<file path="src/rtl/core/assert_macros.svh">
// Assertion macros shared by the tag check RTL.
`ifndef ASSERT_MACROS_SVH
`define ASSERT_MACROS_SVH

// Clocked assertion, disabled while reset is asserted.
`define DMC_ASSERT(label, prop, msg) \
	label: assert property (@(posedge clk) disable iff (!arst_n) prop) else $error(msg);

// Implication checked on every clock while out of reset.
`define DMC_ASSERT_IMPL(label, ante, cons, msg) \
	label: assert property (@(posedge clk) disable iff (!arst_n) (ante) |-> (cons)) \
		else $error(msg);

`endif

</file>
<file path="src/rtl/core/dmc_pkg.sv">
// Types shared by the tag check controller and datapath.
package dmc_pkg;

	typedef enum logic [1:0] {
		ST_IDLE  = 2'b01,
		ST_CHECK = 2'b10
	} dmc_state_t;

	// Controller to datapath commands.
	typedef struct packed {
		logic load;   // capture a new transaction, launch the tag read
		logic check;  // compare tags, update the store, register the result
	} dmc_cmd_t;

	// Datapath to controller status.
	typedef struct packed {
		logic rd_miss;  // current check allocates a line
	} dmc_status_t;

endpackage

</file>
<file path="src/rtl/core/dmc_ram.sv">
// Generic single-port-write, registered-read RAM.
module dmc_ram #(
	parameter int WIDTH = 20,
	parameter int DEPTH = 128
) (
	input  logic                     clk,
	input  logic                     we,
	input  logic [$clog2(DEPTH)-1:0] waddr,
	input  logic [WIDTH-1:0]         wdata,
	input  logic                     re,
	input  logic [$clog2(DEPTH)-1:0] raddr,
	output logic [WIDTH-1:0]         rdata
);

	logic [WIDTH-1:0] mem_q [DEPTH];

	always_ff @(posedge clk) begin
		if (we) begin
			mem_q[waddr] <= wdata;
		end
		if (re) begin
			rdata <= mem_q[raddr];
		end
	end

endmodule

</file>
<file path="src/rtl/core/dmc_ctrl.sv">
// Sequencer for the tag check: accept, then check and report.
`include "assert_macros.svh"

module dmc_ctrl
	import dmc_pkg::*;
(
	input  logic        clk,
	input  logic        arst_n,
	input  logic        start,
	input  dmc_status_t status,
	output logic        busy,
	output logic        done,
	output dmc_cmd_t    cmd
);

	dmc_state_t state_q;
	logic       done_q;
	logic       alloc_q;  // last check installed a line

	assign busy      = (state_q == ST_CHECK);
	assign cmd.load  = start && !busy;
	assign cmd.check = (state_q == ST_CHECK);
	assign done      = done_q;

	always_ff @(posedge clk or negedge arst_n) begin
		if (!arst_n) begin
			state_q <= ST_IDLE;
			done_q  <= 1'b0;
			alloc_q <= 1'b0;
		end else begin
			done_q  <= cmd.check;
			alloc_q <= cmd.check && status.rd_miss;
			unique case (state_q)
				ST_IDLE: begin
					if (cmd.load) begin
						state_q <= ST_CHECK;
					end
				end
				ST_CHECK: begin
					state_q <= ST_IDLE;
				end
				default: begin
					state_q <= ST_IDLE;
				end
			endcase
		end
	end

	`DMC_ASSERT(a_accept_then_busy, (start && !busy) |=> (busy && !done),
		"accepted transaction did not enter check")
	`DMC_ASSERT(a_check_then_done, busy |=> (!busy && done),
		"check did not finish with a result strobe")
	`DMC_ASSERT_IMPL(a_alloc_with_done, alloc_q, done_q,
		"line allocation without a result strobe")

endmodule

</file>
<file path="src/rtl/core/dmc_datapath.sv">
// Address split, valid bits, tag store and result registers.
`include "assert_macros.svh"

module dmc_datapath
	import dmc_pkg::*;
#(
	parameter int ADDR_BITS    = 32,
	parameter int OFFSET_WIDTH = 5,
	parameter int INDEX_WIDTH  = 7
) (
	input  logic                                        clk,
	input  logic                                        arst_n,
	input  dmc_cmd_t                                    cmd,
	output dmc_status_t                                 status,
	input  logic [ADDR_BITS-1:0]                        address,
	input  logic                                        is_write,
	output logic [OFFSET_WIDTH-1:0]                     byte_offset,
	output logic [ADDR_BITS-OFFSET_WIDTH-1:0]           block_number,
	output logic [INDEX_WIDTH-1:0]                      line_index,
	output logic [ADDR_BITS-OFFSET_WIDTH-INDEX_WIDTH-1:0] address_tag,
	output logic                                        miss,
	output logic                                        mem_read,
	output logic [OFFSET_WIDTH:0]                       mem_read_size,
	output logic                                        mem_write,
	output logic                                        mem_write_size,
	output logic                                        replacement,
	output logic [ADDR_BITS-OFFSET_WIDTH-INDEX_WIDTH-1:0] evicted_tag
);

	localparam int TAG_W     = ADDR_BITS - OFFSET_WIDTH - INDEX_WIDTH;
	localparam int NUM_LINES = 1 << INDEX_WIDTH;

	logic [ADDR_BITS-1:0]   addr_s1;
	logic                   wr_s1;
	logic [NUM_LINES-1:0]   valid_q;
	logic [TAG_W-1:0]       stored_tag;
	logic [INDEX_WIDTH-1:0] idx_in;
	logic [INDEX_WIDTH-1:0] idx_s1;
	logic [TAG_W-1:0]       tag_s1;
	logic                   line_vld;
	logic                   hit;
	logic                   rd_miss;

	assign idx_in   = address[OFFSET_WIDTH +: INDEX_WIDTH];
	assign idx_s1   = addr_s1[OFFSET_WIDTH +: INDEX_WIDTH];
	assign tag_s1   = addr_s1[ADDR_BITS-1 -: TAG_W];
	assign line_vld = valid_q[idx_s1];
	assign hit      = line_vld && (stored_tag == tag_s1);
	assign rd_miss  = !hit && !wr_s1;

	assign status.rd_miss = rd_miss;

	dmc_ram #(
		.WIDTH (TAG_W),
		.DEPTH (NUM_LINES)
	) u_tag_ram (
		.clk   (clk),
		.we    (cmd.check && rd_miss),
		.waddr (idx_s1),
		.wdata (tag_s1),
		.re    (cmd.load),
		.raddr (idx_in),
		.rdata (stored_tag)
	);

	always_ff @(posedge clk) begin
		if (cmd.load) begin
			addr_s1 <= address;
			wr_s1   <= is_write;
		end
	end

	always_ff @(posedge clk or negedge arst_n) begin
		if (!arst_n) begin
			valid_q <= '0;
		end else if (cmd.check && rd_miss) begin
			valid_q[idx_s1] <= 1'b1;
		end
	end

	// Result registers, sampled only under the strobe.
	always_ff @(posedge clk) begin
		if (cmd.check) begin
			byte_offset    <= addr_s1[OFFSET_WIDTH-1:0];
			block_number   <= addr_s1[ADDR_BITS-1:OFFSET_WIDTH];
			line_index     <= idx_s1;
			address_tag    <= tag_s1;
			miss           <= !hit;
			mem_read       <= rd_miss;
			mem_read_size  <= rd_miss ? {1'b1, {OFFSET_WIDTH{1'b0}}} : '0;
			mem_write      <= wr_s1;
			mem_write_size <= wr_s1;
			replacement    <= rd_miss && line_vld;
			evicted_tag    <= (rd_miss && line_vld) ? stored_tag : '0;
		end
	end

	`DMC_ASSERT(a_alloc_sets_valid, (cmd.check && rd_miss) |=> valid_q[$past(idx_s1)],
		"read miss did not mark its line valid")
	`DMC_ASSERT(a_write_keeps_valid, (cmd.check && wr_s1) |=> $stable(valid_q),
		"write access changed the valid bits")

endmodule

</file>
<file path="src/rtl/core/direct_mapped_cache_tag_check_core.sv">
// Top level of the direct-mapped write-through cache tag check.
//
// Usage:
//   Input channel: drive address and is_write with start high. The transaction
//   is taken at a rising edge where start is high and busy is low.
//   Result channel: one result per transaction, shown for exactly one cycle
//   with done high. The receiver cannot stall; it must sample on done.
// Sequence: the accept edge launches the tag RAM read; the next edge
//   compares tags, updates the store and loads the result registers with done.
// busy is high for the one cycle in which the registered tag RAM read is
//   compared, so no new transaction is taken before the check; the next one can
//   be accepted in the same cycle that the previous result is shown.
// Read misses install the tag and set the line's valid bit; writes go to
//   memory (size 1) and never touch the tag store. Evicted tag is zero unless
//   a valid line is replaced.
// Reset: arst_n clears all valid bits and the sequencer at once; the tag RAM
//   holds no reset value and its output is used only for valid lines. No
//   clearing pass is needed; start may be raised the cycle after reset.
module direct_mapped_cache_tag_check_core
	import dmc_pkg::*;
#(
	parameter int ADDR_BITS    = 32,
	parameter int OFFSET_WIDTH = 5,
	parameter int INDEX_WIDTH  = 7
) (
	input  logic                                        clk,
	input  logic                                        arst_n,
	input  logic                                        start,
	output logic                                        busy,
	input  logic [ADDR_BITS-1:0]                        address,
	input  logic                                        is_write,
	output logic                                        done,
	output logic [OFFSET_WIDTH-1:0]                     byte_offset,
	output logic [ADDR_BITS-OFFSET_WIDTH-1:0]           block_number,
	output logic [INDEX_WIDTH-1:0]                      line_index,
	output logic [ADDR_BITS-OFFSET_WIDTH-INDEX_WIDTH-1:0] address_tag,
	output logic                                        miss,
	output logic                                        mem_read,
	output logic [OFFSET_WIDTH:0]                       mem_read_size,
	output logic                                        mem_write,
	output logic                                        mem_write_size,
	output logic                                        replacement,
	output logic [ADDR_BITS-OFFSET_WIDTH-INDEX_WIDTH-1:0] evicted_tag
);

	dmc_cmd_t    cmd;
	dmc_status_t status;

	// Sequencer: owns busy and the result strobe.
	dmc_ctrl u_ctrl (
		.clk    (clk),
		.arst_n (arst_n),
		.start  (start),
		.status (status),
		.busy   (busy),
		.done   (done),
		.cmd    (cmd)
	);

	// Datapath: address split, valid bits, tag RAM, result registers.
	dmc_datapath #(
		.ADDR_BITS    (ADDR_BITS),
		.OFFSET_WIDTH (OFFSET_WIDTH),
		.INDEX_WIDTH  (INDEX_WIDTH)
	) u_datapath (
		.clk            (clk),
		.arst_n         (arst_n),
		.cmd            (cmd),
		.status         (status),
		.address        (address),
		.is_write       (is_write),
		.byte_offset    (byte_offset),
		.block_number   (block_number),
		.line_index     (line_index),
		.address_tag    (address_tag),
		.miss           (miss),
		.mem_read       (mem_read),
		.mem_read_size  (mem_read_size),
		.mem_write      (mem_write),
		.mem_write_size (mem_write_size),
		.replacement    (replacement),
		.evicted_tag    (evicted_tag)
	);

endmodule

</file>
<file path="config.mk">
export PLATFORM = sky130hd
export DESIGN_NAME = direct_mapped_cache_tag_check_core
export DESIGN_NICKNAME = d
export VERILOG_FILES = /design/src/rtl/core/dmc_pkg.sv /design/src/rtl/core/dmc_ram.sv /design/src/rtl/core/dmc_ctrl.sv /design/src/rtl/core/dmc_datapath.sv /design/src/rtl/core/direct_mapped_cache_tag_check_core.sv
export VERILOG_INCLUDE_DIRS = /design/src /design/src/rtl/core
export SDC_FILE = /design/constraint.sdc
export NUM_CORES = 2
export LEC_CHECK = 0
export BUFFER_PORTS_ARGS = -buffer_cell sky130_fd_sc_hd__clkbuf_2
export CELL_PAD_IN_SITES_DETAIL_PLACEMENT = 0
export CELL_PAD_IN_SITES_GLOBAL_PLACEMENT = 2
export CORE_ASPECT_RATIO = 2
export CORE_MARGIN = 2
export CORE_UTILIZATION = 41
export DETAILED_ROUTE_END_ITERATION = 8
export GPL_TIMING_DRIVEN = 0
export PLACE_DENSITY_LB_ADDON = 0.1
export SYNTH_ARGS = -nofsm -noshare
export SYNTH_HDL_FRONTEND = slang
export SYNTH_SLANG_ARGS = --single-unit
export TNS_END_PERCENT = 10
</file>
<file path="constraint.sdc">
create_clock -name clk -period 6.9 [get_ports clk]
set_input_delay 0.69 -clock clk [delete_from_list [all_inputs] [get_ports clk]]
set_output_delay 0.69 -clock clk [all_outputs]
set_load 0.02 [all_outputs]
</file>
**Word level (Yosys, flattened, before mapping)**

Memories as Yosys holds them, arrays and structs flattened. A register that Yosys moved wholly into a read port is not among the register bits.
Cells that the tools add are included.
W data, S select, Z words.

- Bits in registers: 253
- Memory bits (writable): 2,560
- Bits of input ports: 36
- Output and inout bits: 92
- Word-level logic and storage cells: 41
- Memories kept: 1

- Order comparisons: 2
- Equality and inequality tests: 4
- Mux-type cells: 9
- Bitwise operators: 1
- Reduce and logical (&&, ||, !) cells: 9

Memories:

| name | depth | width | rd ports | clocked after Yosys merged registers in | wr ports | RTL line | source |
|---|---|---|---|---|---|---|---|
| u_datapath.u_tag_ram.mem_q | 128 | 20 | 1 | 1 | 1 | dmc_ram.sv:15 | `logic [WIDTH-1:0] mem_q [DEPTH];` |

Operators by type and width:

| cell | count |
|---|---|
| $or A128 B128 Y128 | 1 |
| $eq A20 B20 Y1 | 1 |
| $lt A7 B8 Y1 const B | 1 |
| $bmux W1 S7 | 1 |
| $demux W1 S7 | 1 |
| $ge A7 B1 Y1 const B | 1 |
| $logic_and A1 B1 Y1 | 6 |
| $mux W6 | 1 |
| $mux W1 | 4 |
| $mux W2 | 2 |
| $logic_not A1 Y1 | 3 |
| $eq A2 B1 Y1 const B | 1 |
| $eq A2 B2 Y1 const B | 1 |
| $ne A2 B1 Y1 const B | 1 |

**Longest topological paths before layout**

- Depth after elaboration: 8
- Mapped depth: 13
- Depth with buffers taken out: 7

**By module**

Synthesis repeated with hierarchy kept, for this count alone.

- Cell total of the unflattened synthesis: 4,467
- Area, all modules: 107,570.7 um^2

Modules (own cells, without submodules):

| module | instances | cells an instance | area an instance (um^2) | sequential area each (um^2) |
|---|---|---|---|---|
| dmc_ram | 1 | 3,812 | 98,156.6 | 77,474.3 |
| dmc_datapath | 1 | 646 | 9,298.9 | 5,875.6 |
| dmc_ctrl | 1 | 9 | 115.1 | 76.3 |

**Worst setup path after synthesis**

OpenSTA, ideal clock, no wires.

- Path type: register -> register
- From: register u_datapath.addr_s1[31]
- To: memory u_datapath.u_tag_ram.mem_q[24][0], enable pin
- Library setup time: 0.397 ns
- Arrival time: 3.684 ns
- Required time: 6.503 ns
- Slack: 2.819 ns
- Cell stages (with the launch flop): 9
- Path buffers: 2
- Period minus slack after synthesis: 4.081 ns
- Path through: edfxtp_1 xnor2_1 nand4_1 nor3_1 nand3_1 o21ba_4 buf_6 buf_6 nor2_1

- Longest elaborated chain between the ends: 7

RTL lines:

| item | RTL line | source |
|---|---|---|
| start, declared | dmc_datapath.sv:33 | `logic [ADDR_BITS-1:0] addr_s1;` |
| start signal, assigned | dmc_datapath.sv:68 | `addr_s1 <= address;` |
| $eq A20 B20 Y1 | dmc_datapath.sv:48 | `assign hit = line_vld && (stored_tag == tag_s1);` |
| $logic_and A1 B1 Y1 | dmc_datapath.sv:48 |  |
| $logic_not A1 Y1 | dmc_datapath.sv:49 | `assign rd_miss = !hit && !wr_s1;` |
| $logic_and A1 B1 Y1 | dmc_datapath.sv:49 |  |
| $logic_and A1 B1 Y1 | dmc_datapath.sv:58 | `.we (cmd.check && rd_miss),` |
| $mux W1 | dmc_ram.sv:18 | `if (we) begin` |
| $mux W1 (not written as such) | dmc_ram.sv:19 | `mem_q[waddr] <= wdata;` |
| end, declared | dmc_ram.sv:15 |  |

Every way passes these cells.

==> results.cfg <==
[floorplan]
die_area_mm2 = 0.269
start_util_pct = 41.1
boundaryPins = 128
die_w_um = 368
rows = 267
core_mm2 = 0.264
die_h_um = 731

[clocking]
clock_path_buffers = 4
cts_resized = 0
cts_tree = done
htree_num_levels = 4
cts-root-buf = clkbuf_16
worstSkewPairLatency_ns = 0.93
cts_setup_buffers = 0
clkTransAtPathRegs_ns = 0.07
numCtsBuffers = 249
cts.sinks = 2800
cts_hold_buffers = 30

[status]
outcome = finished, final reports clean

[sta]
finalClockSkew_ns = 0.0534
drv_slew = 0
setup_violations = 0
tightest_slew_ns = 1.39
fin_crit_ns = 6.11
finalHoldViolCount = 0
max_freq_mhz = 164
tns_ns = 0
period_share_pct = 88.5
slew_headroom_pct = 7.19
rsz0062_at_grt = false

[route]
drtIter0Drc = 5229
ant_nets = 0
num_vias = 52500
detail_route.first_pass.iterations = 6
wl_um = 339000
vias_per_cell = 5.74
drc_errors = 0
wl_per_cell_um = 37.1

[place]
place_area_mm2 = 0.119
dpl.cell_count = 8643
hpwl_um = 245000
port-buffer-count = 122
place_congestion = 0.923

[setup_path]
cp.arrival_ns = 6.72
cp_top_family = buffers and inverters
cp_max_fo = 10
cp_common_cell = clkbuf_1
crit_required_ns = 7.51
path_cells = dlygate4sd3_1 -> clkbuf_2 -> clkbuf_1 -> clkbuf_1 -> buf_1 -> clkbuf_1 -> mux4_2 -> mux4_2 -> mux2i_1 -> a221oi_1
max_stage_delay_ns = 0.89
critical_path.slowest_cell = buf_1
worstSetupPathType = in -> reg
cp-start-kind = primary input
crit_path_end_kind = flip-flop
worstPathBufferInverterCount = 6

[final_layout]
fin_nets = 5463
fin_cells = 9140
final_core_util_pct = 48.2
drive_above_1_share_pct = 31.9
area_delta_synth_final_pct = 17.3
stdcell_area_mm2 = 0.127

[job]
drv_cap = 0

[pwr]
p_int_uw = 27100
ir_drop_mv = 0.216
seqPwrFrac_pct = 53.8
switching_share_pct = 22.5
power-per-cell-area_mw_per_mm2 = 275
leakage_uw = 0.0404
pwr-share-comb_pct = 6.5
p_switching_uw = 7880
p_clk_share_pct = 39.7

[global_route]
overflow = 0
grt_pass1_wl_um = 462000
antenna_found_initial = 16
grt_pass1_vias = 54900
grt_start_max_net_pins = 80
track_usage_pct = 25.1

[synthesis]
async_flop_share_pct = 4.68
synth-edff-count = 2669
yosysMostFrequentCell = edfxtp_1
synth.yosys.seq_area_share_pct = 76.9
ys_ff_latch = 2800
syn-cell-area_mm2 = 0.108
syn_inst = 4812
synthTopCellsByArea = edfxtp_1 74%, mux4_2 17%, dfrtp_1 3.0%
yosysTopAreaCell = edfxtp_1
synth_top_area_share_pct = 73.9
avgSynthCellArea_um2 = 22.5
synth_warnings = 0
synth_common_cells = 2669 x edfxtp_1, 808 x mux4_2, 189 x clkbuf_1
ys_types = 52
synth_ff_type = edfxtp_1

[worst_hold_path]
holdCritPathClass = in -> reg
-- stage by stage --
step	hold slack (ns)	total power, uW	setup slack (ns)
after floorplan	0.394	20300	2.82
after global placement	0.401	21300	-1.90
after detailed placement	0.405	21500	0.470
after CTS	0.0220	35300	0.899
after global routing	0.0948	35900	0.934
final	0.106	35000	0.792
-- state kept, by name, indices dropped and copies added (netlist names), 2 cells and up --
name,count
u_datapath.u_tag_ram.mem_q,2560
u_datapath.valid_q,128
u_datapath.addr_s1,32
u_datapath.address_tag,20
u_datapath.evicted_tag,20
u_datapath.u_tag_ram.rdata,20
u_datapath.line_index,6
u_datapath.byte_offset,5
u_ctrl.state_q,2
-- tightest hold or removal path, stage by stage --
cell      delay [ns]
clkbuf_2        0.15
nand2_1         0.09
nor2_1          0.04
-- cell families after synthesis --
group / Yosys count / share of synthesized area (%)
flops: 2800 / 76.9
mux: 933 / 18.0
simple gates: 374 / 1.55
compound gates: 342 / 1.91
buf+inv: 342 / 1.47
xor+xnor: 20 / 0.161
other cells: 1 / 0.00346
-- power groups by stage --
stage          logic (uW)  registers [uW]  clock network, uW
6_report             2290           18800              13900
5_1_grt              2360           18800              14700
4_1_cts              2320           18800              14200
3_5_place_dp         2310           19200                  0
3_3_place_gp         1730           19600                  0
2_1_floorplan         953           19300                  0
-- layout make-up --
type / instances / area [um^2]
diodes: 16 / 40.0
plain buffers: 338 / 1600
clock buffers: 303 / 6490
clock inverters: 148 / 1390
fillers: 21700 / 137000
inverters: 4 / 17.5
multi-input cells: 1674 / 24200
flip-flops and latches: 2800 / 83400
well taps: 3497 / 4380
repair buffers: 360 / 5700
-- cells in the final DEF, fill, tap and decap left out, drive strengths merged, types with 3 or more instances in the layout --
cell type       n
o21ai         135
xnor2          12
nor2b           6
o22ai          31
or2             3
bufinv         22
dfrtp         130
conb            5
o32ai           3
clkinv        108
a21oi           9
mux4          809
clkinvlp       12
inv            10
nand2b         10
nor3            7
mux2i          81
xor2            8
diode          16
and4b          20
nand2         140
edfxtp       2669
nand3           9
a41oi           4
a31oi         125
nor2          163
nand4           3
mux2           43
dlygate4sd3    30
clkbuf        614
a221oi         20
buf           357
a221o           4
-- path summary, 6_finish.rpt --
check,from,slack (ns),to,depth (start not counted)
max in group asynchronous,arst_n,5.69,u_datapath.valid_q[45]$_DFFE_PN0P_,3
min in group asynchronous,arst_n,0.29,u_ctrl.done$_DFF_PN0_,2
setup / recovery,address[6],0.79,u_datapath.u_tag_ram.rdata[13]$_DFFE_PP_,10
setup reg to reg,u_datapath.addr_s1[6]$_DFFE_PP_,0.98,u_datapath.u_tag_ram.mem_q[3][11]$_DFFE_PP_,12
hold / removal,start,0.11,u_ctrl.state_q[1]$_DFFE_PN0P_,3
hold reg to reg,u_datapath.addr_s1[1]$_DFFE_PP_,0.42,u_datapath.byte_offset[1]$_DFFE_PP_,0
-- routing by layer --
layer | vias to the layer above | track usage [%] | part of all wire [%]
met3 | 505 | 2.54 | 3.8
met1 | 28800 | 28.6 | 35
li1 | 21600 | - | -
met2 | 1585 | 46.8 | 55
met5 | - | 0 | 0
met4 | 0 | 12.2 | 5.7
(Power assumes the default switching activity.)
